--- src/hdl/ctfe_pkg.sv ---
// ----------------------------------------------------------------------------
// ctfe_pkg
// shared types, field codes and the month length table for the
// calendar time field editor
// ----------------------------------------------------------------------------
package ctfe_pkg;

    localparam logic       REQ_LOAD   = 1'b0;
    localparam logic       REQ_ADJUST = 1'b1;

    localparam logic [2:0] FLD_HOUR   = 3'd0;
    localparam logic [2:0] FLD_MINUTE = 3'd1;
    localparam logic [2:0] FLD_YEAR   = 3'd2;
    localparam logic [2:0] FLD_MONTH  = 3'd3;
    localparam logic [2:0] FLD_DAY    = 3'd4;

    localparam logic [11:0] YEAR_MIN = 12'd2000;
    localparam logic [11:0] YEAR_MAX = 12'd2099;
    localparam logic [5:0]  HOUR_SPAN   = 6'd24;
    localparam logic [5:0]  MINUTE_SPAN = 6'd60;
    localparam logic [5:0]  MONTH_SPAN  = 6'd12;

    localparam int WRAP_W = 10;

    typedef struct packed {
        logic                     start;
        logic signed [WRAP_W-1:0] value;
        logic        [4:0]        lo;
        logic        [5:0]        span;
    } t_wrap_req;

    typedef struct packed {
        logic       done;
        logic [5:0] result;
    } t_wrap_rsp;

    function automatic logic [4:0] days_in(input logic [11:0] year, input logic [3:0] month);
        logic [4:0] len;
        begin
            case (month)
                4'd2:    len = (year[1:0] == 2'b00) ? 5'd29 : 5'd28;
                4'd4:    len = 5'd30;
                4'd6:    len = 5'd30;
                4'd9:    len = 5'd30;
                4'd11:   len = 5'd30;
                default: len = 5'd31;
            endcase
            return len;
        end
    endfunction

endpackage

--- src/hdl/calendar_time_field_editor_unit.sv ---
// ----------------------------------------------------------------------------
// calendar_time_field_editor_unit
// date and time register set with load-and-clamp and per-field adjust
// ----------------------------------------------------------------------------
// One item is taken at a time. A load beat clamps each loaded field into
// its legal range, a zero step or an unused field select passes straight to
// the result, and a year step wraps within 2000..2099 and then clamps the day.
// Hour, minute, month and day steps go through the shared wrap unit, which
// adds or subtracts one span per cycle until the sum lies in the legal range;
// a month step is followed by a day clamp.
// The result sits in an output register, so the next beat is taken while it
// waits.
module calendar_time_field_editor_unit (
    input  logic              i_clk,
    input  logic              i_rst_n,
    input  logic              i_valid,
    output logic              o_stall,
    input  logic              i_req_type,
    input  logic [2:0]        i_field_sel,
    input  logic signed [7:0] i_delta,
    input  logic [15:0]       i_load_year,
    input  logic [7:0]        i_load_month,
    input  logic [7:0]        i_load_day,
    input  logic [7:0]        i_load_hour,
    input  logic [7:0]        i_load_minute,
    output logic              o_valid,
    input  logic              i_stall,
    output logic [11:0]       o_cur_year,
    output logic [3:0]        o_cur_month,
    output logic [4:0]        o_cur_day,
    output logic [4:0]        o_cur_hour,
    output logic [5:0]        o_cur_minute
);
    import ctfe_pkg::*;

    typedef enum logic [6:0] {
        S_IDLE  = 7'b0000001,
        S_LOAD  = 7'b0000010,
        S_YEAR  = 7'b0000100,
        S_START = 7'b0001000,
        S_WAIT  = 7'b0010000,
        S_CLAMP = 7'b0100000,
        S_DONE  = 7'b1000000
    } t_state;

    t_state            r_state;
    t_state            n_state;

    logic [11:0]       r_year;
    logic [3:0]        r_month;
    logic [4:0]        r_day;
    logic [4:0]        r_hour;
    logic [5:0]        r_minute;
    logic [11:0]       n_year;
    logic [3:0]        n_month;
    logic [4:0]        n_day;
    logic [4:0]        n_hour;
    logic [5:0]        n_minute;

    logic [2:0]        r_sel;
    logic signed [7:0] r_delta;
    logic [15:0]       r_ld_year;
    logic [7:0]        r_ld_month;
    logic [7:0]        r_ld_day;
    logic [7:0]        r_ld_hour;
    logic [7:0]        r_ld_minute;

    logic              r_out_valid;
    logic              n_out_valid;
    logic [11:0]       r_cur_year;
    logic [3:0]        r_cur_month;
    logic [4:0]        r_cur_day;
    logic [4:0]        r_cur_hour;
    logic [5:0]        r_cur_minute;

    logic              w_accept;
    logic              w_finish;
    logic [11:0]       w_ld_year;
    logic [3:0]        w_ld_month;
    logic [4:0]        w_ld_maxd;
    logic [4:0]        w_maxd;
    logic signed [12:0] w_year_sum;
    logic [5:0]        w_field;
    t_wrap_req         w_wreq;
    t_wrap_rsp         w_wrsp;

    ctfe_wrap_unit u_wrap (
        .i_clk   (i_clk),
        .i_rst_n (i_rst_n),
        .i_req   (w_wreq),
        .o_rsp   (w_wrsp)
    );

    assign o_stall  = (r_state != S_IDLE);
    assign w_accept = i_valid && (r_state == S_IDLE);
    assign w_finish = (r_state == S_DONE) && (!r_out_valid || !i_stall);

    // load clamps
    assign w_ld_year  = (r_ld_year < 16'(YEAR_MIN)) ? YEAR_MIN :
                        (r_ld_year > 16'(YEAR_MAX)) ? YEAR_MAX : r_ld_year[11:0];
    assign w_ld_month = (r_ld_month == 8'd0) ? 4'd1 :
                        (r_ld_month > 8'd12) ? 4'd12 : r_ld_month[3:0];
    assign w_ld_maxd  = days_in(w_ld_year, w_ld_month);

    assign w_maxd     = days_in(r_year, r_month);
    assign w_year_sum = $signed({1'b0, r_year}) + 13'(r_delta);

    always_comb begin
        case (r_sel)
            FLD_HOUR:   w_field = {1'b0, r_hour};
            FLD_MINUTE: w_field = r_minute;
            FLD_MONTH:  w_field = {2'b00, r_month};
            default:    w_field = {1'b0, r_day};
        endcase
    end

    always_comb begin
        w_wreq.start = (r_state == S_START);
        w_wreq.value = $signed({4'b0000, w_field}) + WRAP_W'(r_delta);
        case (r_sel)
            FLD_HOUR: begin
                w_wreq.lo   = 5'd0;
                w_wreq.span = HOUR_SPAN;
            end
            FLD_MINUTE: begin
                w_wreq.lo   = 5'd0;
                w_wreq.span = MINUTE_SPAN;
            end
            FLD_MONTH: begin
                w_wreq.lo   = 5'd1;
                w_wreq.span = MONTH_SPAN;
            end
            default: begin
                w_wreq.lo   = 5'd1;
                w_wreq.span = {1'b0, w_maxd};
            end
        endcase
    end

    always_comb begin
        n_state  = r_state;
        n_year   = r_year;
        n_month  = r_month;
        n_day    = r_day;
        n_hour   = r_hour;
        n_minute = r_minute;
        case (r_state)
            S_IDLE: begin
                if (w_accept) begin
                    if (i_req_type == REQ_LOAD) begin
                        n_state = S_LOAD;
                    end else if (i_delta == 8'sd0 || i_field_sel > FLD_DAY) begin
                        n_state = S_DONE;
                    end else if (i_field_sel == FLD_YEAR) begin
                        n_state = S_YEAR;
                    end else begin
                        n_state = S_START;
                    end
                end
            end
            S_LOAD: begin
                n_year   = w_ld_year;
                n_month  = w_ld_month;
                n_day    = (r_ld_day == 8'd0) ? 5'd1 :
                           (r_ld_day > 8'(w_ld_maxd)) ? w_ld_maxd : r_ld_day[4:0];
                n_hour   = (r_ld_hour > 8'd23) ? 5'd23 : r_ld_hour[4:0];
                n_minute = (r_ld_minute > 8'd59) ? 6'd59 : r_ld_minute[5:0];
                n_state  = S_DONE;
            end
            S_YEAR: begin
                if (w_year_sum < $signed({1'b0, YEAR_MIN})) begin
                    n_year = YEAR_MAX;
                end else if (w_year_sum > $signed({1'b0, YEAR_MAX})) begin
                    n_year = YEAR_MIN;
                end else begin
                    n_year = w_year_sum[11:0];
                end
                n_state = S_CLAMP;
            end
            S_START: begin
                n_state = S_WAIT;
            end
            S_WAIT: begin
                if (w_wrsp.done) begin
                    case (r_sel)
                        FLD_HOUR:   n_hour   = w_wrsp.result[4:0];
                        FLD_MINUTE: n_minute = w_wrsp.result;
                        FLD_MONTH:  n_month  = w_wrsp.result[3:0];
                        default:    n_day    = w_wrsp.result[4:0];
                    endcase
                    n_state = (r_sel == FLD_MONTH) ? S_CLAMP : S_DONE;
                end
            end
            S_CLAMP: begin
                if (r_day > w_maxd) begin
                    n_day = w_maxd;
                end
                n_state = S_DONE;
            end
            S_DONE: begin
                if (w_finish) begin
                    n_state = S_IDLE;
                end
            end
            default: begin
                n_state = S_IDLE;
            end
        endcase
    end

    always_comb begin
        n_out_valid = r_out_valid;
        if (w_finish) begin
            n_out_valid = 1'b1;
        end else if (!i_stall) begin
            n_out_valid = 1'b0;
        end
    end

    always_ff @(posedge i_clk) begin
        if (!i_rst_n) begin
            r_state     <= S_IDLE;
            r_year      <= YEAR_MIN;
            r_month     <= 4'd1;
            r_day       <= 5'd1;
            r_hour      <= 5'd0;
            r_minute    <= 6'd0;
            r_out_valid <= 1'b0;
        end else begin
            r_state     <= n_state;
            r_year      <= n_year;
            r_month     <= n_month;
            r_day       <= n_day;
            r_hour      <= n_hour;
            r_minute    <= n_minute;
            r_out_valid <= n_out_valid;
        end
        if (w_accept) begin
            r_sel       <= i_field_sel;
            r_delta     <= i_delta;
            r_ld_year   <= i_load_year;
            r_ld_month  <= i_load_month;
            r_ld_day    <= i_load_day;
            r_ld_hour   <= i_load_hour;
            r_ld_minute <= i_load_minute;
        end
        if (w_finish) begin
            r_cur_year   <= r_year;
            r_cur_month  <= r_month;
            r_cur_day    <= r_day;
            r_cur_hour   <= r_hour;
            r_cur_minute <= r_minute;
        end
    end

    assign o_valid      = r_out_valid;
    assign o_cur_year   = r_cur_year;
    assign o_cur_month  = r_cur_month;
    assign o_cur_day    = r_cur_day;
    assign o_cur_hour   = r_cur_hour;
    assign o_cur_minute = r_cur_minute;

`ifndef SYNTH
    a_accept_busy: assert property (@(posedge i_clk) disable iff (!i_rst_n)
        w_accept |=> (r_state != S_IDLE))
        else $error("accepted beat did not start work");

    a_finish_valid: assert property (@(posedge i_clk) disable iff (!i_rst_n)
        w_finish |=> o_valid)
        else $error("finished item not presented");

    a_day_legal: assert property (@(posedge i_clk) disable iff (!i_rst_n)
        (r_state == S_IDLE) |-> (r_day != 5'd0 && r_day <= days_in(r_year, r_month)))
        else $error("day out of month range");

    a_month_legal: assert property (@(posedge i_clk) disable iff (!i_rst_n)
        (r_state == S_IDLE) |-> (r_month >= 4'd1 && r_month <= 4'd12))
        else $error("month out of range");
`endif

endmodule

--- src/hdl/ctfe_wrap_unit.sv ---
// ----------------------------------------------------------------------------
// ctfe_wrap_unit
// iterative wrap of a signed value into lo..lo+span-1, one add or
// subtract of the span per cycle
// ----------------------------------------------------------------------------
module ctfe_wrap_unit (
    input  logic                 i_clk,
    input  logic                 i_rst_n,
    input  ctfe_pkg::t_wrap_req  i_req,
    output ctfe_pkg::t_wrap_rsp  o_rsp
);
    import ctfe_pkg::*;

    logic                     r_busy;
    logic                     n_busy;
    logic signed [WRAP_W-1:0] r_val;
    logic signed [WRAP_W-1:0] n_val;
    logic signed [WRAP_W-1:0] r_lo;
    logic signed [WRAP_W-1:0] r_hi;
    logic signed [WRAP_W-1:0] r_span;
    logic                     w_below;
    logic                     w_above;

    assign w_below = r_val < r_lo;
    assign w_above = r_val > r_hi;

    always_comb begin
        n_busy = r_busy;
        n_val  = r_val;
        if (i_req.start) begin
            n_busy = 1'b1;
            n_val  = i_req.value;
        end else if (r_busy) begin
            if (w_below) begin
                n_val = r_val + r_span;
            end else if (w_above) begin
                n_val = r_val - r_span;
            end else begin
                n_busy = 1'b0;
            end
        end
    end

    always_ff @(posedge i_clk) begin
        if (!i_rst_n) begin
            r_busy <= 1'b0;
        end else begin
            r_busy <= n_busy;
        end
        r_val <= n_val;
        if (i_req.start) begin
            r_lo   <= WRAP_W'(i_req.lo);
            r_hi   <= WRAP_W'(i_req.lo) + WRAP_W'(i_req.span) - WRAP_W'(1);
            r_span <= WRAP_W'(i_req.span);
        end
    end

    assign o_rsp.done   = r_busy && !w_below && !w_above && !i_req.start;
    assign o_rsp.result = r_val[5:0];

endmodule
--- config.mk ---
export PLATFORM = sky130hd
export DESIGN_NAME = calendar_time_field_editor_unit
export DESIGN_NICKNAME = d
export VERILOG_FILES = /design/src/hdl/ctfe_pkg.sv /design/src/hdl/calendar_time_field_editor_unit.sv /design/src/hdl/ctfe_wrap_unit.sv
export SDC_FILE = /design/constraint.sdc
export NUM_CORES = 1
export LEC_CHECK = 0
export BUFFER_PORTS_ARGS = -buffer_cell sky130_fd_sc_hd__buf_2
export CELL_PAD_IN_SITES_DETAIL_PLACEMENT = 0
export CELL_PAD_IN_SITES_GLOBAL_PLACEMENT = 1
export CORE_UTILIZATION = 47
export DETAILED_ROUTE_END_ITERATION = 8
export GPL_ROUTABILITY_DRIVEN = 0
export PLACE_DENSITY = 0.88
export SLEW_MARGIN = 30
export SYNTH_ARGS = -nofsm -noshare
export SYNTH_HDL_FRONTEND = slang
export SYNTH_HIERARCHICAL = 1
export SYNTH_SLANG_ARGS = --single-unit
export TNS_END_PERCENT = 50
--- constraint.sdc ---
create_clock -name i_clk -period 3.6 [get_ports i_clk]
set_clock_uncertainty 0.05 [all_clocks]
set_input_delay 0.72 -clock i_clk [delete_from_list [all_inputs] [get_ports i_clk]]
set_output_delay 0.72 -clock i_clk [all_outputs]
set_load 0.05 [all_outputs]
==> results of run 1 <==
==> worst min-delay path by stage <==
stage,start,endpoint,slack [ps],depth (start not counted)
detailed placement,r_year[9],o_cur_year[9],410,0
floorplan,r_minute[5],o_cur_minute[5],370,0
finish,i_load_hour[0],r_ld_hour[0],410,1
CTS,i_load_minute[6],r_ld_minute[6],400,1
global placement,r_minute[5],o_cur_minute[5],400,0
global route,i_load_minute[6],r_ld_minute[6],400,1
==> cell type report <==
class,instances,area (um2),share of cell area [%]
Sequential cell,161,4424,43.68
Multi-Input combinational cell,543,3944,38.94
Timing Repair Buffer,117,648.1,6.399
Clock buffer,17,425.4,4.200
Tap cell,229,286.5,2.829
Inverter,68,255.2,2.520
Clock inverter,15,145.1,1.433
==> logic make-up (layout without fill, tap and decap cells) <==
family / count (synthesis) / in the layout / share of synthesized area [%]
AO/OA/AOI/OAI: 216 / 216 / 17.98
XOR/XNOR: 26 / 26 / 2.830
adder cells (fa/ha/maj): 61 / 61 / 9.107
buffers and inverters: 93 / 217 / 4.539
flip-flops: 161 / 161 / 50.79
multiplexers: 10 / 10 / 1.163
other: 2 / 10 / 0.08621
AND/OR/NAND/NOR: 220 / 220 / 13.50
==> cells in the final DEF, fill, tap and decap left out, drive strengths merged, types with 9 or more instances in the layout <==
cell    count
inv        76
a21oi      48
nand3      21
a21boi     15
o221ai      9
nor4        9
xnor2      18
nand2      60
nor3b       9
buf       117
edfxtp    120
o21a       14
nor3       16
a21o       10
mux2i       9
nor2b      12
clkbuf     17
ha         57
conb       10
o21ai      39
a211oi     14
dfxtp      41
nor2       46
==> stage by stage <==
| stage | setup slack [ps] | setup TNS [ps] | power [mW] | hold WS (ps) | cells |
|---|---|---|---|---|---|
| finish | 226.1 | 0 | 5.151 | 411.4 | 1150 |
| global route | -0.7589 | -0.7589 | 5.399 | 397.1 | 1150 |
| floorplan | 330.3 | 0 | 3.150 | 372.7 | 797 |
| detailed placement | 220.5 | 0 | 3.445 | 406.1 | 1117 |
| global placement | 295.8 | 0 | 3.425 | 401.9 | 1117 |
| CTS | 165.4 | 0 | 5.166 | 402.0 | 1149 |
==> registers in the layout, indices dropped and copies added (netlist names), 10 cells and up <==
| register | cells |
|---|---|
| r_ld_year | 16 |
| o_cur_year | 12 |
| r_year | 12 |
| u_wrap/r_val | 10 |
==> metal layers <==
metal / vias up / part of all wire [%]
li1: 3188 / -
met3: 26 / 6.1
met4: 0 / 1.9
met2: 203 / 45
met5: - / 0
met1: 3022 / 47
==> what timing repair did <==
item	in CTS	in global routing
setup endpoints to repair	0	7
setup buffers	0	1
hold endpoints to repair	0	0
resized for setup	0	2
==> power groups by stage <==
| stage | sequential, mW | combinational, mW | clock [mW] |
|---|---|---|---|
| after CTS | 2.34 | 1.08 | 1.75 |
| after floorplan | 2.34 | 0.805 | 0 |
| after global routing | 2.35 | 1.21 | 1.83 |
| final | 2.34 | 1.09 | 1.73 |
| after detailed placement | 2.38 | 1.07 | 0 |
| after global placement | 2.37 | 1.05 | 0 |
==> flow_summary.toml, run 1 <==
[power]
p_sw_share_pct = 30.81
leakage_nw = 4.079
comb_power_share_pct = 21.1
ir_drop_v = 0.0003898
p_clk_share_pct = 33.6
p_switching_mw = 1.587
internal_power_mw = 3.564
powerDensity_nw_per_um2 = 508.6
pwr-share-seq_pct = 45.4

[grt]
busiest_layer = "met2"
first_global_vias = 5965
antenna_found_initial = 0
track_usage_pct = 21.38
grt_max_degree = 49
grtUsageMet3_pct = 4.780
met2_usage_pct = 33.27
grt_use_met1_pct = 29.59
grt-ovfl-total = 0
grt_pass1_wl_um = 31720

[clock_tree]
numCtsBuffers = 17
clockBufferDepth = 2
clock_latency_ps = 430
h-tree-depth = 4
path_clk_slew_ps = 70
clock_sinks = 161
cts_root_buffer = "clkbuf_16"
cts_tree = "done"
ctsHoldBuffers = 0

[finish]
design_area_um2 = 10130
fillers = 1541
fin_nets = 1033
n_antenna_cell = 0
area_delta_synth_final_pct = 16.27
drive_above_1_share_pct = 19.22
final_util_pct = 56.00

[setup_path]
worstSetupPathDepth = 10
r2r_setup_slack_ps = 230
cp.arrival_ps = 3640
crit_chain = "ha_1 -> a21o_1 -> a211oi_1 -> o2111ai_1 -> a311oi_2 -> and3_1 -> inv_1 -> o311ai_1 -> o21ai_2 -> o311a_1"
crit_fanout = 9
endpoint = "r_day[1]"
worst-r2r-cell-count = 10
worstSetupStartpointType = "register"
crit_family = "compound AO/OA/AOI/OAI gates"
r2r-start = "u_wrap/r_val[7]"
path_buf_inv = 1
r2r_end = "r_day[1]"
max_stage_delay_ps = 440
crit_type = "reg2reg"
crit_start = "u_wrap/r_val[7]"
critical_path.slowest_cell = "edfxtp_1"
cp-end-kind = "register"
required_ps = 3860

[drt]
dr.pass1.iters = 7
viasPerCell = 5.599
drc = 2
wl_per_cell_um = 17.20
vias = 6439
drtAntennaViolNets = 0
initialDrtViolationCount = 580
detail_route.wirelength_um = 19780

[synthesis]
synth_edf_count = 120
yosysSeqAreaShare_pct = 50.79
post-synth-top-count-cell = "edfxtp_1"
syn_area_per_cell_um2 = 11.04
synth_area_leaders = "edfxtp_1 41%, dfxtp_1 9.4%, ha_1 8.2%"
ys_ff_latch = 161
synth_flop_cell = "edfxtp_1"
yosysTopAreaCell = "edfxtp_1"
syn_inst = 789
ys_warn_count = 6
synthTopCellsByCount = "120 x edfxtp_1, 68 x inv_1, 59 x nand2_1, 57 x ha_1, 47 x a21oi_1"
syn_area_um2 = 8711
async_reset_ff_share_pct = 0
synth.distinct_cells = 87
synth_top_area_share_pct = 41.37

[place]
hpwl_um = 15000
placed_cell_area_um2 = 9540
port_buffers = 97

[sta]
finalCritPeriodShare_pct = 93.72
slew_violations = 0
max_freq_mhz = 296.4
setup_viol = 0
relSlewSlack_pct = 48.92
tightest_slew_ps = 766.3
finalCriticalPeriod_ps = 3374
hold_viol = 0

[floorplan]
start_util_pct = 48.16
num_io_pins = 98
die_area_um2 = 19080
die_h_um = 138.1
core_area_um2 = 18090
die_w_um = 138.1
fp-row-count = 49

[run_status]
run_status = "complete, but fails checks"
violations = "design-rule violations"

[worst_hold_path]
min_path_type = "in2reg"

[job]
max_cap_violations = 0
Power figures use the tool's default switching activity.
==> inputs of run 2 (changes only) <==
Settings changed: PLACE_DENSITY 0.88 to 0.89, SYNTH_HIERARCHICAL 1 to unset.
==> run 2 against run 1 <==
  * The flow now finishes without violations
  * Sequential power is 8% lower
  * Synthesized cell count is 13% lower
  * Fmax is 0.27% higher
  * Clock power is 5% lower
  * Setup slack better by 9.0 ps
  * Sequential cell count is 3 lower
  * Routed wire length is 6.7% lower
  * Register-to-register slack hardly changed
  * First-iteration DRC count is 19% lower
  * Final area is 8.3% lower
  * Utilization is 1.7 points higher
  * Synthesized area is 9.8% lower
  * Critical endpoint is now u_wrap.r_val[9]
  * Largest power group unchanged
==> flow_summary.toml, run 2 <==
[synthesis]
synth_edf_count = 117
synth_top_area_share_pct = 44.73
syn_area_um2 = 7855
post-synth-top-count-cell = "edfxtp_1"
synth_flop_cell = "edfxtp_1"
synthTopCellsByCount = "117 x edfxtp_1, 66 x nand2_1, 46 x ha_1, 43 x a21oi_1"
async_reset_ff_share_pct = 0
syn_area_per_cell_um2 = 11.50
synth_area_leaders = "edfxtp_1 45%, dfxtp_1 10%, ha_1 7.3%"
ys_ff_latch = 158
syn_inst = 683
yosysTopAreaCell = "edfxtp_1"
synth.distinct_cells = 77
ys_warn_count = 0
yosysSeqAreaShare_pct = 55.18

[finish]
mostFrequentLayoutCell = "edfxtp_1"
mostFrequentLayoutCells = "117 x edfxtp_1, 97 x buf_2, 66 x nand2_1, 46 x ha_1, 42 x a21oi_1"
largest_register_ffs = 16
area_delta_synth_final_pct = 18.29
fin_nets = 921
drive_above_1_share_pct = 20.71
n_antenna_cell = 0
top_register = "r_ld_year"
design_area_um2 = 9291

[setup_path]
cp-end-kind = "register"
required_ps = 3740
r2r-start = "u_wrap.r_val[7]"
worst-r2r-cell-count = 13
crit_start = "u_wrap.r_val[7]"
worstSetupStartpointType = "register"
crit_fanout = 4
cp.arrival_ps = 3500
endpoint = "u_wrap.r_val[9]"
r2r_end = "u_wrap.r_val[9]"
crit_type = "reg2reg"
r2r_setup_slack_ps = 240

[drt]
viasPerCell = 5.718
vias = 5930
detail_route.wirelength_um = 18470
drc = 0
dr.pass1.iters = 5
initialDrtViolationCount = 467
drtAntennaViolNets = 0
wl_per_cell_um = 17.81

[sta]
slew_violations = 0
finalCriticalPeriod_ps = 3365
hold_ws_ps = 409.0
relSlewSlack_pct = 44.86
setup_viol = 0
rsz0062_at_grt = "no"
hold_viol = 0
setup_ws_ps = 235.0
tns_ps = 0
tightest_slew_ps = 818.5
finalCritPeriodShare_pct = 93.47
max_freq_mhz = 297.2

[place]
port_buffers = 97
hpwl_um = 13950
placed_cell_area_um2 = 8728
post-place-ws_ps = 25.59

[worst_hold_path]
min_path_type = "in2reg"
hp-start = "i_load_minute[0]"

[grt]
grt-ovfl-total = 0
grt_pass1_wl_um = 29570
track_usage_pct = 22.17
antenna_found_initial = 0
first_global_vias = 5856
grt_max_degree = 44

[clock_tree]
path_clk_slew_ps = 70
post-cts-setup-buffers = 0
numCtsBuffers = 17
clock_sinks = 158
cts_root_buffer = "clkbuf_16"
clockBufferDepth = 2
h-tree-depth = 4
clock_latency_ps = 430
cts_tree = "done"

[power]
power_mw = 4.421
ir_drop_v = 0.0003277
powerDensity_nw_per_um2 = 475.8
leakage_nw = 3.721

[job]
max_cap_violations = 0

[floorplan]
die_h_um = 131.3
num_io_pins = 98
die_area_um2 = 17230
die_w_um = 131.3
core_area_um2 = 16120
fp-row-count = 46
start_util_pct = 48.74

[run_status]
run_status = "finished, final reports clean"
[run 2: cell count changes after synthesis, moves of 9 or more]
cell     previous run  this run
inv_1              68        39
ha_1               57        46
nor2_1             46        37
o21ai_0            32        41
xor2_1              8        17
[run 2: final cells by class]
cell class	count	area, um2
clock buffer	21	460.4
clock inverter	11	82.58
fill	1356	6824
inverter	40	150.1
multi-input combinational	475	3353
sequential	158	4334
tap	216	270.3
timing repair buffer	116	640.6
[run 2: critical path, cell delays in order, from the launching register on]
cell and delay (ps):
edfxtp_1 440, nor4b_2 390, a31oi_2 190, buf_4 210, nand2b_1 90, xnor2_1 140
ha_1 310, a21oi_1 250, nor2b_1 80, o21a_1 180, o41a_1 350, a31oi_1 210
xor2_1 160, a21oi_1 80
[run 2: worst min path at each step]
stage                            endpoint  slack (ps)  depth (start not counted)
after detailed placement    o_cur_year[2]         410                          0
after floorplan           o_cur_minute[5]         370                          0
after global placement      o_cur_year[7]         410                          0
after global routing       r_ld_minute[0]         400                          1
after CTS                  r_ld_minute[0]         400                          1
final                      r_ld_minute[0]         410                          1
[run 2: kinds of logic (layout without fill, tap and decap cells)]
| kind of cell | count (synthesis) | count (layout) | synth area share [%] |
|---|---|---|---|
| XOR/XNOR | 31 | 31 | 3.552 |
| flip-flops | 158 | 158 | 55.18 |
| AND/OR/NAND/NOR | 196 | 196 | 12.77 |
| adder cells (fa/ha/maj) | 49 | 49 | 8.092 |
| other | 1 | 3 | 0.04774 |
| multiplexers | 18 | 18 | 2.310 |
| AO/OA/AOI/OAI | 178 | 178 | 15.40 |
| buffers and inverters | 52 | 188 | 2.644 |
[run 2: through the flow]
step	instances	utilization, %
floorplan	685	-
global placement	1005	54.16
detailed placement	1005	54.16
CTS	1037	57.53
global route	1037	57.66
finish	1037	57.66
[run 2: per-layer routing]
metal | vias up | track usage (%) | part of all wire (%)
met3 | 50 | 4.244 | 6.4
met4 | 0 | 11.24 | 3.3
met5 | - | 0 | 0
met1 | 2810 | 28.17 | 43
met2 | 241 | 36.11 | 48
li1 | 2829 | - | -
[run 2: what timing repair did]
item                                    CTS  global route
hold buffers                              0             0
gates resized for setup                   0             5
endpoints found under the setup margin    0             4
hold endpoints to repair                  0             0
[run 2: power by group]
| group | internal [mW] | total, mW | switching [mW] |
|---|---|---|---|
| clock | 0.923 | 1.65 | 0.728 |
| combinational | 0.239 | 0.606 | 0.366 |
| sequential | 2.09 | 2.16 | 0.0764 |
| total | 3.25 | 4.42 | 1.17 |
